### src/hdl/maft_pkg.sv
// Shared types, constants and helper functions of the masked address filter table.
package maft_pkg;

    localparam int MAX_ENTRIES   = 1024;
    localparam int IDX_W         = (MAX_ENTRIES > 1) ? $clog2(MAX_ENTRIES) : 1;
    localparam int CNT_W         = $clog2(MAX_ENTRIES + 1);
    localparam int ADDR_W        = 32;
    localparam int OCTETS        = 4;
    localparam int REQ_W         = 2;
    localparam int STATUS_W      = 3;
    localparam int ENTRY_COUNT_W = 11;

    localparam logic [ADDR_W-1:0] FREE_MARK = 32'hffff_ffff;
    localparam logic [7:0]        OCTET_ALL = 8'hff;

    typedef enum logic [REQ_W-1:0] {
        REQ_CHECK  = 2'd0,
        REQ_ADD    = 2'd1,
        REQ_REMOVE = 2'd2
    } t_req;

    typedef enum logic [STATUS_W-1:0] {
        ST_ADDED     = 3'd0,
        ST_FULL      = 3'd1,
        ST_REMOVED   = 3'd2,
        ST_NOT_FOUND = 3'd3,
        ST_CHECKED   = 3'd4
    } t_status;

    typedef struct packed {
        logic [ADDR_W-1:0] cmp;
        logic [OCTETS-1:0] mask;
    } t_entry;

    function automatic logic [ADDR_W-1:0] expand_mask(input logic [OCTETS-1:0] m);
        logic [ADDR_W-1:0] r;
        r = '0;
        for (int k = 0; k < OCTETS; k++) begin
            if (m[k]) begin
                r[8*k +: 8] = OCTET_ALL;
            end
        end
        return r;
    endfunction

    function automatic logic [OCTETS-1:0] derive_mask(input logic [ADDR_W-1:0] a);
        logic [OCTETS-1:0] m;
        m = '0;
        for (int k = 0; k < OCTETS; k++) begin
            m[k] = (a[8*k +: 8] != 8'd0);
        end
        return m;
    endfunction

endpackage

### src/hdl/maft_cell.sv
// One cell of the entry ring: holds one filter entry and takes the entry on i_entry on a shift.
module maft_cell (
    input  logic            i_clk,
    input  logic            i_shift,
    input  maft_pkg::t_entry i_entry,
    output maft_pkg::t_entry o_entry
);
    import maft_pkg::*;

    t_entry r_entry;

    always_ff @(posedge i_clk) begin
        if (i_shift) begin
            r_entry <= i_entry;
        end
    end

    assign o_entry = r_entry;

endmodule

### config.mk
export PLATFORM = sky130hd
export DESIGN_NAME = maft_cell
export DESIGN_NICKNAME = d
export VERILOG_FILES = /design/src/hdl/maft_pkg.sv /design/src/hdl/maft_cell.sv
export SDC_FILE = /design/constraint.sdc
export NUM_CORES = 1
export LEC_CHECK = 0
export ABC_AREA = 1
export BUFFER_PORTS_ARGS = -buffer_cell sky130_fd_sc_hd__buf_4
export CORE_MARGIN = 2
export CORE_UTILIZATION = 39
export DETAILED_ROUTE_END_ITERATION = 8
export HOLD_SLACK_MARGIN = 0.08
export PLACE_DENSITY = 0.81
export REMOVE_ABC_BUFFERS = 1
export SETUP_SLACK_MARGIN = 0.5
export SLEW_MARGIN = 30
export SYNTH_ARGS = -nofsm -noshare
export SYNTH_HDL_FRONTEND = slang
export SYNTH_SLANG_ARGS = --single-unit
### constraint.sdc
create_clock -name i_clk -period 0.8 [get_ports i_clk]
set_input_delay 0.08 -clock i_clk [delete_from_list [all_inputs] [get_ports i_clk]]
set_output_delay 0.08 -clock i_clk [all_outputs]
set_load 0.02 [all_outputs]
# Word level (Yosys, flattened, before mapping)
# Index checks and enable logic that the tools add are counted.
# Widths: inputs -> output; s select.
# word_totals
out_inout_bits	36
regBits	36
inputBits	38

# Logic depth before layout (Yosys ltp)
# logic_depth
depth_word	0
depth_mapped	0

# Worst setup path before layout
# Ideal clock, no wire load.
# synth_path
path_kind	register to output
startpoint	register r_entry (netlist bit o_entry[0])
endpoint	output o_entry[0] (netlist bit)
arrival_time_ns	0.449
slack_ns	0.271
path_stages_with_launch	1
cell_sequence	edfxtp_1
# synth_rtl
item	line	rtl
from (decl)	maft_cell.sv:10	t_entry r_entry;
from (signal assigned)	maft_cell.sv:14	r_entry <= i_entry;
to (decl)	maft_cell.sv:6	output maft_pkg::t_entry o_entry
# No word-level cell between the ends.

# Worst setup path after layout
# layout_path
startpoint	register r_entry (netlist bit o_entry[11])
endpoint	output o_entry[11] (netlist bit)
# No word-level cell between the ends.

==> results.txt <==
Summing over every cut layer, the via total after detailed routing is 685. Summed over all cells, the static leakage comes to approximately 0.83 nW. The post-route antenna net violation count is 0. The depth of the critical timing path with buffers and inverters included is 1. The routed wire length on met3 is 185 um. The number of global-route vias before repair is 712. 0 antenna diodes ended up in the layout. For this run, the total global-route usage over all layers was measured as between 10% and 20%. TritonCTS built the clock tree.

After routing the design area is roughly 2000 um2. The relative slew slack came out at between 90% and 100%. Hold timing on the final database bottoms out at a slack of -70.6 ps.

In the layout the commonest cells are sky130_fd_sc_hd__buf_4 (37), sky130_fd_sc_hd__edfxtp_1 (36), sky130_fd_sc_hd__buf_6 (35), sky130_fd_sc_hd__clkbuf_4 (5), sky130_fd_sc_hd__buf_12 (3). Leaving out fill and tap cells, the most frequent cell in the layout is sky130_fd_sc_hd__buf_4. After detailed routing, the wire length on met1 is 698 um.

For this run, design rule violations remaining after detail routing come to 0. The maximum level of the CTS H-tree came out at 2. The wire length reported by the detailed router came out at 2.34 mm. The die span in x came out at 56.7 um. The core region area is between 2000 and 3000 um2. The signal on the critical path passes through buf_6. The utilization after layout came out at 73.7%. In this run the mean area of a mapped cell was 30.0 um2. The initial antenna violation count came out at 0. Setup violations remaining at the end of the flow were counted as 36. The pre-antenna-repair detailed-routing pass consisted of 3 iterations. The master cell of the clock root buffer is sky130_fd_sc_hd__clkbuf_4. The number of cells on the worst hold path is 1. The number of max-capacitance violations reported is 0. The worst setup slack after layout is -152 ps. The final reports fail on hold timing, setup timing.

The required time at the endpoint of the critical path came out at 720 ps. The count of pins over their slew limit is 0. Among cell families on the critical path, the largest total delay comes from flip-flops.

The vertical die dimension is 56.7 um. The area growth from synthesis to layout is 83.2%. The launching element type of the critical path is a flop. The sequential share of power came out at 59.1%. STA classifies the critical path endpoint as a primary output.

The routed length on met2 is 1.38 mm. The hold violation total from the final report came to 36. The number of multi-input combinational cells came out at 0. Using the TritonRoute via totals, the vias-per-cell ratio works out to about 4.5. Counting every instance in the synthesized netlist gives 36.

Combinational logic is responsible for 19.0% of the overall power. The Yosys step of the flow raised 0 warnings. The post-CTS setup buffer count is 0.

Summed over all nets, the switching power comes to 0.000894 W. The total of flip-flops plus latches after synthesis came out at 36. The delay of the slowest cell on the worst path is 410 ps. The count of buffers added on input and output ports is 73. The synthesized netlist occupies a cell area of 1080 um2.

The first global-routing pass estimated 3.46 mm of wire. The arrival time at the worst endpoint came out at 870 ps. The initial core utilization came out at 40.2%. Setup repair after global routing could not meet its margin everywhere. Of the synthesized area, sequential elements account for 100%. The die covers ~3200 um2. The buffer depth of the longest clock path is 2. The register with the most flip-flops in the layout has 36 of them. The violation count after the first detailed-route iteration came out at 4.

The highest layer touched by signal routing is met4. The maximum number of pins on one net before global-route repair came out at 11. The number of ports placed on the die boundary came out at 74. The detailed-route wire length per cell is 15.3 um. Cells with a size suffix above 1 make up 68.0% of the layout. The footprint of the multi-input gates is 0 um2. The class of the worst hold path is in2reg. The critical path is of the reg2out type. The run finished, with violations left. The final global-route overflow total came out at 0. The worst hold path begins at i_entry[13]. The critical path starts at o_entry[11]$_DFFE_PP_. The transition at the pin with the smallest max-transition slack is 99.9 ps. The internal power of the cells totals about 0.0030 W.

The final-stage net count came out at 159. The buffers plus inverters on the worst setup path is 1. The fraction of power spent switching nets came out at 22.9%. The CTS clock-pin slew for the worst setup and hold paths came out at 100 ps. The number of sinks on the clock net is 36. The final period utilization came out at 119%.

The routability-driven placement congestion ratio came out at around 0.63. The number of different library cells in the post-synthesis netlist came out at 1. Static timing analysis puts the maximum clock frequency at 1050 MHz.

The slowest stage of the critical path belongs to the cell sky130_fd_sc_hd__edfxtp_1. The minimum clock period after layout came out at 952 ps. The highest fanout seen on the critical path is 1. The worst supply voltage drop on vdd is 1.49 mV. The number of standard-cell rows in the floorplan is 19. The instance area after placement came out at 1710 um2.

Per report_power, the clock group accounts for 21.9% of the total. TritonCTS created 5 clock buffers. The power density normalized to cell area came out at 1970 nW/um2.
[cells in the mapped netlist]
cell type                   n  area share [%]
sky130_fd_sc_hd__edfxtp_1  36             100
[per-stage QoR]
stage	setup TNS (ps)	setup WS (ps)	total power, W	cells
after floorplan	0	271	0.00252	36
after global placement	0	147	0.00291	142
after detailed placement	0	138	0.00293	142
after CTS	-5440	-178	0.00392	152
after global routing	-6480	-201	0.00406	153
final	-4760	-152	0.00390	153
[path summary, 6_finish.rpt]
check	to	slack, ps
max	o_entry[11]	-150
min	o_entry[13]$_DFFE_PP_	-70
[what timing repair did]
item,in CTS,in global routing
endpoints found under the setup margin,58,55
endpoints found under the hold margin,36,36
cloned,2,1
resized for setup,36,4
[layout make-up]
| class | instances | area [um2] |
|---|---|---|
| Clock buffer | 7 | 45.0 |
| Clock inverter | 1 | 3.75 |
| Timing Repair Buffer | 78 | 812 |
| Tap cell | 31 | 38.8 |
| Sequential cell | 36 | 1080 |
| Fill cell | 179 | 706 |
[per-layer routing]
layer  GRT usage (%)  vias up
met1            14.9      317
li1                -      319
met3            6.22        9
met2            27.4       40
met4            9.52        0
met5               0        -
[power by group through the flow]
stage / registers [W] / clock network [W] / logic, W
floorplan: 0.00252 / 0 / 0
global placement: 0.00232 / 0 / 0.000593
detailed placement: 0.00232 / 0 / 0.000607
CTS: 0.00231 / 0.000886 / 0.000724
global route: 0.00232 / 0.000970 / 0.000773
finish: 0.00231 / 0.000857 / 0.000741
[kinds of logic (layout without fill, tap and decap cells)]
family,after synthesis,in the layout,synth area share (%)
buffers and inverters,0,86,0
DFF,36,36,100
(Power assumes the default switching activity.)
