### src/hdl/maft_pkg.sv
// Shared types, constants and helper functions of the masked address filter table.
package maft_pkg;

    localparam int MAX_ENTRIES   = 1024;
    localparam int IDX_W         = (MAX_ENTRIES > 1) ? $clog2(MAX_ENTRIES) : 1;
    localparam int CNT_W         = $clog2(MAX_ENTRIES + 1);
    localparam int ADDR_W        = 32;
    localparam int OCTETS        = 4;
    localparam int REQ_W         = 2;
    localparam int STATUS_W      = 3;
    localparam int ENTRY_COUNT_W = 11;

    localparam logic [ADDR_W-1:0] FREE_MARK = 32'hffff_ffff;
    localparam logic [7:0]        OCTET_ALL = 8'hff;

    typedef enum logic [REQ_W-1:0] {
        REQ_CHECK  = 2'd0,
        REQ_ADD    = 2'd1,
        REQ_REMOVE = 2'd2
    } t_req;

    typedef enum logic [STATUS_W-1:0] {
        ST_ADDED     = 3'd0,
        ST_FULL      = 3'd1,
        ST_REMOVED   = 3'd2,
        ST_NOT_FOUND = 3'd3,
        ST_CHECKED   = 3'd4
    } t_status;

    typedef struct packed {
        logic [ADDR_W-1:0] cmp;
        logic [OCTETS-1:0] mask;
    } t_entry;

    function automatic logic [ADDR_W-1:0] expand_mask(input logic [OCTETS-1:0] m);
        logic [ADDR_W-1:0] r;
        r = '0;
        for (int k = 0; k < OCTETS; k++) begin
            if (m[k]) begin
                r[8*k +: 8] = OCTET_ALL;
            end
        end
        return r;
    endfunction

    function automatic logic [OCTETS-1:0] derive_mask(input logic [ADDR_W-1:0] a);
        logic [OCTETS-1:0] m;
        m = '0;
        for (int k = 0; k < OCTETS; k++) begin
            m[k] = (a[8*k +: 8] != 8'd0);
        end
        return m;
    endfunction

endpackage

### src/hdl/maft_ctrl.sv
// Request sequencer: steps the entry ring, edits the head entry and builds the result beat.
module maft_ctrl (
    input  logic                                 i_clk,
    input  logic                                 i_rst_n,
    input  logic                                 i_start,
    input  logic [maft_pkg::REQ_W-1:0]           i_req_type,
    input  logic [maft_pkg::ADDR_W-1:0]          i_address,
    input  logic                                 i_cfg_we,
    input  logic                                 i_cfg_wdata,
    input  maft_pkg::t_entry                     i_head,
    input  maft_pkg::t_entry                     i_next,
    output maft_pkg::t_entry                     o_emit,
    output logic                                 o_shift,
    output logic                                 o_busy,
    output logic                                 o_valid,
    output logic [maft_pkg::STATUS_W-1:0]        o_status,
    output logic                                 o_drop,
    output logic [maft_pkg::ENTRY_COUNT_W-1:0]   o_entry_count
);
    import maft_pkg::*;

    typedef enum logic {
        S_IDLE,
        S_SCAN
    } t_state;

    t_state             r_state;
    logic [REQ_W-1:0]   r_req;
    logic [ADDR_W-1:0]  r_addr;
    logic [OCTETS-1:0]  r_mask;
    logic [IDX_W-1:0]   r_step;
    logic               r_found;
    logic [CNT_W-1:0]   r_used;
    logic               r_ban;
    logic               r_busy;
    logic               r_valid;
    logic [STATUS_W-1:0] r_status;
    logic               r_drop;
    logic [ENTRY_COUNT_W-1:0] r_count;

    logic               n_found;
    logic [CNT_W-1:0]   n_used;
    logic [STATUS_W-1:0] n_status;
    logic               n_drop;
    logic [CNT_W-1:0]   step_ext;
    logic               in_use;
    logic               at_tail;
    logic               last_step;
    logic               event_now;
    t_entry             new_entry;

    assign step_ext  = CNT_W'(r_step);
    assign in_use    = step_ext < r_used;
    assign at_tail   = step_ext == r_used;
    assign last_step = r_step == IDX_W'(MAX_ENTRIES - 1);
    assign new_entry = '{cmp: r_addr, mask: r_mask};

    always_comb begin
        o_emit    = i_head;
        n_used    = r_used;
        event_now = 1'b0;
        n_status  = ST_CHECKED;
        n_drop    = 1'b0;
        unique case (r_req)
            REQ_ADD: begin
                if (!r_found && in_use && i_head.cmp == FREE_MARK) begin
                    event_now = 1'b1;
                    o_emit    = new_entry;
                end else if (!r_found && at_tail) begin
                    event_now = 1'b1;
                    o_emit    = new_entry;
                    n_used    = r_used + 1'b1;
                end
                n_status = (r_found || event_now) ? ST_ADDED : ST_FULL;
            end
            REQ_REMOVE: begin
                if (!r_found && in_use && i_head.cmp == r_addr && i_head.mask == r_mask) begin
                    event_now = 1'b1;
                    n_used    = r_used - 1'b1;
                end
                if (r_found || event_now) begin
                    o_emit = i_next;
                end
                n_status = (r_found || event_now) ? ST_REMOVED : ST_NOT_FOUND;
            end
            default: begin
                if (!r_found && in_use &&
                    (r_addr & expand_mask(i_head.mask)) == i_head.cmp) begin
                    event_now = 1'b1;
                end
                n_status = ST_CHECKED;
                n_drop   = (r_found || event_now) ? r_ban : ~r_ban;
            end
        endcase
        n_found = r_found | event_now;
    end

    always_ff @(posedge i_clk) begin
        if (!i_rst_n) begin
            r_state <= S_IDLE;
            r_busy  <= 1'b0;
            r_valid <= 1'b0;
            r_found <= 1'b0;
            r_used  <= '0;
            r_ban   <= 1'b1;
        end else begin
            r_valid <= 1'b0;
            if (i_cfg_we) begin
                r_ban <= i_cfg_wdata;
            end
            unique case (r_state)
                S_IDLE: begin
                    if (i_start) begin
                        r_req   <= i_req_type;
                        r_addr  <= i_address;
                        r_mask  <= derive_mask(i_address);
                        r_step  <= '0;
                        r_found <= 1'b0;
                        r_busy  <= 1'b1;
                        r_state <= S_SCAN;
                    end
                end
                S_SCAN: begin
                    r_step  <= r_step + 1'b1;
                    r_found <= n_found;
                    r_used  <= n_used;
                    if (last_step) begin
                        r_busy   <= 1'b0;
                        r_valid  <= 1'b1;
                        r_status <= n_status;
                        r_drop   <= n_drop;
                        r_count  <= ENTRY_COUNT_W'(n_used);
                        r_state  <= S_IDLE;
                    end
                end
                default: r_state <= S_IDLE;
            endcase
        end
    end

    assign o_shift       = r_busy;
    assign o_busy        = r_busy;
    assign o_valid       = r_valid;
    assign o_status      = r_status;
    assign o_drop        = r_drop;
    assign o_entry_count = r_count;

`ifndef SYNTHESIS
    a_used_bound: assert property (@(posedge i_clk) disable iff (!i_rst_n)
        r_used <= CNT_W'(MAX_ENTRIES))
        else $error("entry count beyond capacity");

    a_start_busy: assert property (@(posedge i_clk) disable iff (!i_rst_n)
        (i_start && !r_busy) |=> r_busy)
        else $error("accepted request did not raise busy");

    a_valid_after_busy: assert property (@(posedge i_clk) disable iff (!i_rst_n)
        r_valid |-> $fell(r_busy))
        else $error("result beat without end of scan");

    a_no_valid_while_busy: assert property (@(posedge i_clk) disable iff (!i_rst_n)
        r_busy |-> !r_valid)
        else $error("result beat during scan");

    a_drop_check_only: assert property (@(posedge i_clk) disable iff (!i_rst_n)
        (r_valid && r_status != ST_CHECKED) |-> !r_drop)
        else $error("drop set on an edit result");
`endif

endmodule

### config.mk
export PLATFORM = sky130hd
export DESIGN_NAME = maft_ctrl
export DESIGN_NICKNAME = d
export VERILOG_FILES = /design/src/hdl/maft_pkg.sv /design/src/hdl/maft_ctrl.sv
export SDC_FILE = /design/constraint.sdc
export NUM_CORES = 1
export LEC_CHECK = 0
export BUFFER_PORTS_ARGS = -buffer_cell sky130_fd_sc_hd__buf_2
export CAP_MARGIN = 15
export CORE_MARGIN = 5
export CORE_UTILIZATION = 45
export CTS_CLUSTER_DIAMETER = 30
export DETAILED_ROUTE_END_ITERATION = 16
export PLACE_DENSITY = 0.74
export SLEW_MARGIN = 20
export SYNTH_ARGS = -nofsm -noshare
export SYNTH_HDL_FRONTEND = slang
export SYNTH_SLANG_ARGS = --single-unit
### constraint.sdc
create_clock -name i_clk -period 3 [get_ports i_clk]
set_input_delay 0.15 -clock i_clk [delete_from_list [all_inputs] [get_ports i_clk]]
set_output_delay 0.15 -clock i_clk [all_outputs]
set_load 0.05 [all_outputs]
Yosys cells after proc, flatten, opt, wreduce, memory -nomap -nowiden

Cells that the tools add are included.

Logic and storage cells: 90
Output and inout bits: 54
Bits in registers: 79

Muxes and demuxes: 39
Reductions and logical operators: 20
Bitwise operators: 4
Equality and inequality tests: 10
Add/sub/neg operators: 3
$lt $le $gt $ge: 1

Operators by type and width:

| kind                  | number |
|---|---|
| $mux 36               | 3 |
| $pmux 36 s2           | 1 |
| $eq 32x32->1          | 2 |
| $mux 8                | 8 |
| $mux 11               | 3 |
| $and 32x32->32        | 1 |
| $eq 32x32->1 const B  | 1 |
| $reduce_bool 8->1     | 4 |
| $pmux 11 s2           | 1 |
| $pmux 10 s2           | 1 |
| $mux 1                | 16 |
| $add 11x1->11 const B | 1 |
| $eq 10x11->1          | 1 |
| $lt 10x11->1          | 1 |
| $sub 11x1->11 const B | 1 |
| $add 10x1->10 const B | 1 |
| $eq 10x10->1 const B  | 1 |
| $mux 10               | 1 |
| $pmux 1 s2            | 4 |
| $logic_and 1x1->1     | 6 |
| $pmux 3 s2            | 1 |
| $reduce_and 2->1      | 3 |
| $reduce_and 3->1      | 2 |
| $eq 4x4->1            | 1 |
| other kinds (9)       | 12 |

Longest topological paths before layout

Gate-level depths: netlist of the first run.

Depth in word-level cells: 11
Depth in mapped cells: 12
Gate-level depth less buffers: 9

Worst setup path after synthesis of the first run

No wires, ideal clock.

Path kind: reg2out
From: reg r_used[2]
To: out o_emit[10] (netlist name)
Path buffers: 3
Cell stages (with the launch flop): 13
Data required time: 2.850 ns
Setup slack: -0.156 ns
Data arrival time: 3.006 ns
Path through: dfxtp_1 > clkbuf_1 > inv_1 > ha_1 > a21oi_1 > nand2_1 > a211o_1 > nor4_1 > clkbuf_1 > a21oi_1 > clkbuf_1 > nor2_1 > a221o_1

RTL lines:

| element                | RTL line         | source |
|---|---|---|
| from (decl)            | maft_ctrl.sv:33  | `logic [CNT_W-1:0] r_used;` |
| from (signal assigned) | maft_ctrl.sv:126 | `r_used <= n_used;` |
| to (decl)              | maft_ctrl.sv:12  | `output maft_pkg::t_entry o_emit,` |

==> out/metrics.cfg, run 1 <==
[power_and_ir_drop]
swShare_pct=29.3
total_power_w=0.00290
cellLeakagePower_nw=2.97
combinationalPowerShare_pct=23.2
clk_network_pwr_share_pct=33.7
share_seq_of_total_power_pct=43.1
power.density_mw_per_mm2=371
max-vdd-ir-drop_mv=0.258
internal_power_w=0.00205
switchingPower_w=0.000849

[cts]
clock_tree.htree_level_count=3
clock_pin_transition_on_the_worst_setup_and_hold_timing_paths_ns=0.06
cts_buffers=9
ctsLongestPathBuffers=2
num_clock_sinks=79
tritoncts=built
clock_insertion_delay_worst_skew_ns=0.35
cts.root.buffer_cell=clkbuf_16

[run_status]
failing_checks=setup timing
outcome=finished with violations

[synthesis]
synth_cell_types=68
synth.yosys.warnings=0
synth_flop_cell=edfxtp_1
postSynthAreaPerCell_um2=8.92
cell_count_after_synthesis=628
synth_nets=754
post_synth_edffs=63
yosys_register_bits=79
synthesis.area_mm2=0.00560
asr_flop_ratio_synth_pct=0
synth_seq_area_share_pct=39.5

[critical_path]
r2r.worst_path.cells=9
crit_path_max_fo=19
critPathLaunchType=flip-flop
crit_arrival_ns=3.06
worst_ep_required_time_ns=2.85
timing.setup.critical_path_class=flip-flop to output pin
crit_path_end_kind=output pin

[global_routing]
grt_start_max_net_pins=39
grt_usage_pct=28.6
grt_antenna_before_repair=0
number_of_global_route_vias_before_repair=6448
wire_length_of_the_first_global_routing_pass_mm=33.2
grt_remaining_overflow=0

[finish]
final_nets=963
layout.cells.non_filler=1010
ratio_of_cells_with_drive_above_1_in_the_final_layout_pct=32.9
final_util_pct=64.5
synthToLayoutAreaGrowth_pct=39.3
n_antenna_cell=0
most_common_cell_after_layout_fill_and_taps_aside=buf_2
final_cell_mix=buf_2 (128), nand2_1 (69), edfxtp_1 (63)
nFillCells=1012

[sta]
maxClockFrequency_mhz=312
worst_clock_skew_ns=0.00994
final.hold.worst_slack_ns=0.00675
final-max-slew-violation-count=0
number_of_failing_setup_endpoints_in_the_final_timing_report=36
grt_setup_unrepaired=true
max_slew_margin_pct=51.9
finalHoldViolations=0
crit_path_setup_slack_layout_ns=-0.209
final_period_utilization_pct=107
worst_tran_pin_value_ns=0.719
period_needed_ns=3.21

[placed_design]
buffer_ports.inserted=164
dpl.cell_count=965
dp_hpwl_mm=15.8
gp_routability_congestion=0.935

[job]
maxCapViolations=0

[drt]
detailedRoute.firstPassIterationCount=5
first_iter_violations=545
vias=6364
avgRoutedWirePerCell_um=21.3
remaining_drc_errors=0
vias_per_cell=6.30
finalWirelength_mm=21.5
drtAntennaViolNets=0

[die]
num_rows=40
die_width_um=122
design.core.area_mm2=0.0121
die_area_mm2=0.0148
fp.dieH_um=122
io_pins=165
initial_utilization_pct=46.3

[worst_hold_path]
number_of_instances_on_the_worst_hold_path=1
hold_crit_path_type=input pin to flip-flop

[cells by family (layout without fill, tap and decap cells)]
| logic type | after synthesis | in the layout | share of synthesized area (%) |
|---|---|---|---|
| xor+xnor | 12 | 12 | 1.88 |
| simple gates | 297 | 297 | 27.4 |
| buf+inv | 68 | 282 | 4.89 |
| fa+ha+maj | 15 | 15 | 3.35 |
| flops | 79 | 79 | 39.5 |
| mux | 2 | 2 | 0.357 |
| compound gates | 155 | 155 | 22.7 |
[timing repair]
action	4_1_cts	5_1_grt
gates resized for setup	47	48
hold buffers	24	2
setup endpoints to repair	36	37
setup buffers	2	1
pin swaps	0	3
hold endpoints to repair	24	2
[per-layer routing]
layer,vias up,global-route usage (%),share of wire (%)
li1,2862,-,-
met1,2991,32.6,36
met2,404,47.8,49
met3,107,7.47,9.0
met4,0,17.7,5.9
met5,-,0,0
[power by group through the flow]
stage | sequential (W) | clock [W] | combinational, W
6_report | 0.00125 | 0.000977 | 0.000673
3_3_place_gp | 0.00127 | 0 | 0.000551
3_5_place_dp | 0.00127 | 0 | 0.000562
5_1_grt | 0.00125 | 0.00105 | 0.000709
2_1_floorplan | 0.00126 | 0 | 0.000334
4_1_cts | 0.00125 | 0.000984 | 0.000621
[state kept, by name (all words and copies together) (netlist names), 2 cells and up]
register       flops
r_mask             4
o_status           3
r_used            11
r_addr            32
o_entry_count     11
r_req              2
r_step            10
[path summary, 6_finish.rpt]
check	start	to	slack (ns)
min	i_address[26]	r_addr[26]	0.007
max reg2reg	r_step[2]	o_entry_count[9]	0.20
min reg2reg	o_busy	o_busy	0.48
max	r_step[2]	o_emit[19]	-0.21
[synth_stat cells, types with 16 or more instances]
| library cell | n | area (um^2) |
|---|---|---|
| a21oi_1 | 19 | 95.1 |
| a221o_1 | 36 | 360 |
| clkbuf_1 | 26 | 97.6 |
| dfxtp_1 | 16 | 320 |
| edfxtp_1 | 63 | 1890 |
| inv_1 | 29 | 109 |
| nand2_1 | 69 | 259 |
| nand2b_1 | 20 | 125 |
| nand3_1 | 19 | 95.1 |
| nand4_1 | 29 | 181 |
| nor2_1 | 58 | 218 |
| nor2b_1 | 28 | 175 |
| nor4_1 | 25 | 156 |
[critical path, stage by stage, from the launching register on]
cell	delay, ns
edfxtp_1	0.45
ha_4	0.28
a21oi_2	0.12
nand2_1	0.08
a211o_1	0.35
or3_4	0.41
nand3_2	0.10
o311ai_4	0.15
buf_12	0.20
a221o_2	0.42
buf_6	0.16
[final cells by class]
cell class	instances	area (um^2)	share of cell area, %
multi-input cells	481	3290	42.2
flip-flops and latches	79	2210	28.3
repair buffers	235	1720	22.1
clock buffers	14	244	3.12
well taps	168	210	2.69
inverters	31	116	1.49
clock inverters	2	8.76	0.112
[metrics by stage]
step	setup WS (ns)	area [um^2]	TNS, ns
after floorplan	0.0241	5650	0
after global placement	0.142	6930	0
after detailed placement	0.0507	6930	0
after CTS	-0.218	7580	-7.20
after global routing	-0.293	7810	-9.51
final	-0.209	7810	-6.27
(Power assumes the default switching activity.)
==> run 2, diff against run 1 <==
ABC_AREA = 1   (was default)
PLACE_DENSITY = 0.72   (was 0.74)
==> out/metrics.cfg, run 2 <==
[run_status]
outcome=finished clean

[global_routing]
grt_start_max_net_pins=48
wire_length_of_the_first_global_routing_pass_mm=33.8
number_of_global_route_vias_before_repair=6573
grt_antenna_before_repair=4
grt_usage_pct=25.3
grt_remaining_overflow=0

[cts]
ctsLongestPathBuffers=2
cts_buffers=9
clock_insertion_delay_worst_skew_ns=0.36
clock_pin_transition_on_the_worst_setup_and_hold_timing_paths_ns=0.06
tritoncts=built
clock_tree.htree_level_count=3
cts.root.buffer_cell=clkbuf_16
num_clock_sinks=79

[die]
die_width_um=131
fp.dieH_um=131
io_pins=165
design.core.area_mm2=0.0144
initial_utilization_pct=45.7
die_area_mm2=0.0172
num_rows=44

[critical_path]
cpLargestDelayFamily=simple AND/OR/NAND/NOR gates
crit_buf_inv=4
r2r-end=o_entry_count[2]
worst_setup_path_startpoint=r_step[9]
worst_ep_required_time_ns=2.85
critical_register_to_register_path_startpoint=r_step[9]
crit_path_max_fo=11
crit_arrival_ns=2.80
crit_path_end_kind=output pin
critPathLaunchType=flip-flop
cells_along_the_critical_path=ha_4 > inv_1 > nor2_2 > nand3_2 > inv_2 > nand2_2 > nor2_4 > nor2_4 > nand3_4 > nand2_4 > o211ai_4 > buf_6 > nand2_1 > nand2_1 > clkbuf_4
timing.setup.critical_path_class=flip-flop to output pin
cpMaxStageDelayCell=edfxtp_1
reg2reg_slack_ns=0.33
r2r.worst_path.cells=17
worst_path_largest_cell_delay_ns=0.44

[synthesis]
synth_compound_area_share_pct=6.36
synth_simple_gate_area_share_pct=39.6
yosys-top-cells-count=nand2_1 (380), inv_1 (121), nand3_1 (85)
synth_seq_area_share_pct=33.6
post_synth_adder_cell_area_pct=2.85
asr_flop_ratio_synth_pct=0
synth_largest_area_cell=edfxtp_1
synth_most_common_cell=nand2_1
synth_cell_types=32
synthDominantCellAreaShare_pct=28.7
cell_count_after_synthesis=1003
synth.top_cells.by_area=edfxtp_1 (29%), nand2_1 (22%), inv_1 (6.9%), nand3_1 (6.5%), xor2_1 (6.0%)
synthesis.area_mm2=0.00659
synth.yosys.warnings=0
synth_top_family_by_area=simple AND/OR/NAND/NOR gates
yosys_register_bits=79
post_synth_edffs=63
synth.mux.area_fraction_pct=0
synth_nets=1129
synth_flop_cell=edfxtp_1
postSynthAreaPerCell_um2=6.57
synth_xor_area_share_pct=6.12

[finish]
regMostFlops=r_addr
largest_register_ffs=32
final_cell_mix=nand2_1 (376), buf_2 (128), inv_1 (121)
final_nets=1337
most_common_cell_after_layout_fill_and_taps_aside=nand2_1
final_util_pct=60.6
ratio_of_cells_with_drive_above_1_in_the_final_layout_pct=22.3
synthToLayoutAreaGrowth_pct=32.7

[sta]
period_needed_ns=2.95
worst_clock_skew_ns=0.0116
final-max-slew-violation-count=0
finalHoldViolations=0
grt_setup_unrepaired=true
worst_tran_pin_value_ns=0.712
number_of_failing_setup_endpoints_in_the_final_timing_report=0
crit_path_setup_slack_layout_ns=0.0451
maxClockFrequency_mhz=338
final_period_utilization_pct=98.5
max_slew_margin_pct=52.5
final.hold.worst_slack_ns=0.00517
tns_ns=0

[drt]
finalWirelength_mm=22.5
vias=7397
first_iter_violations=786
drtAntennaViolNets=0
remaining_drc_errors=0
vias_per_cell=5.27
detailedRoute.firstPassIterationCount=5
avgRoutedWirePerCell_um=16.0

[job]
maxCapViolations=0

[placed_design]
gp_routability_congestion=0.930
dp_hpwl_mm=15.9
preCtsSetupSlack_ns=0.0558
buffer_ports.inserted=164

[worst_hold_path]
number_of_instances_on_the_worst_hold_path=1
hold_crit_path_type=input pin to flip-flop
timing.hold.worst_endpoint=r_addr[10]
min-delay-start=i_address[10]

[power_and_ir_drop]
max-vdd-ir-drop_mv=0.333
power.density_mw_per_mm2=387
cellLeakagePower_nw=4.39

==> run 2: power by group <==
group,internal [W],total [W],switching [W],leakage [nW]
Clock,0.000643,0.00110,0.000459,0.143
Combinational,0.000376,0.00101,0.000633,3.53
Sequential,0.00123,0.00127,0.0000391,0.717
Total,0.00225,0.00338,0.00113,4.39
==> run 2: cell families after synthesis <==
kind of cell | count (synthesis)
and+or+nand+nor | 609
buffers and inverters | 175
AOI/OAI and AO/OA | 79
DFF | 79
xor gates and xnor gates | 46
adders and majority gates | 15
==> run 2: worst max-delay path by stage <==
stage,to,slack (ns),cells past startpoint
6_report,o_emit[11],0.05,15
3_5_place_dp,o_emit[0],0.06,14
3_3_place_gp,o_emit[0],0.14,13
4_1_cts,o_emit[9],0.02,15
2_1_floorplan,r_addr[0],0.33,3
5_1_grt,o_emit[7],-0.12,15
==> run 2: cell type report <==
type / count / area [um^2]
sequential: 79 / 2210
multi-input combinational: 752 / 3790
timing repair buffer: 239 / 1720
antenna: 4 / 10.0
inverter: 130 / 490
clock inverter: 6 / 61.3
clock buffer: 10 / 229
tap: 184 / 230
fill: 1330 / 5680
==> run 2: metrics by stage <==
stage                     total power [W]  std cells  cell area, um^2
after floorplan                   0.00187       1003             6590
after global placement            0.00214       1341             7680
after detailed placement          0.00215       1341             7680
after CTS                         0.00333       1392             8520
after global routing              0.00352       1404             8740
final                             0.00338       1404             8740
==> run 2: what timing repair did <==
item / 4_1_cts / 5_1_grt
pin swaps: 4 / 10
gates cloned: 2 / 2
buffers inserted: 5 / 6
resized for setup: 57 / 35
setup endpoints to repair: 36 / 36
hold buffers: 28 / 1
hold endpoints to repair: 28 / 1
==> run 2: per-layer routing <==
layer  wire, um  up-vias  global-route usage (%)  share of wire (%)
met4        654        0                    9.38                2.9
met5          0        -                       0                  0
met1       9760     3345                    35.4                 43
li1           -     3632                       -                  -
met3       1950       49                    4.11                8.7
met2      10100      371                    39.5                 45
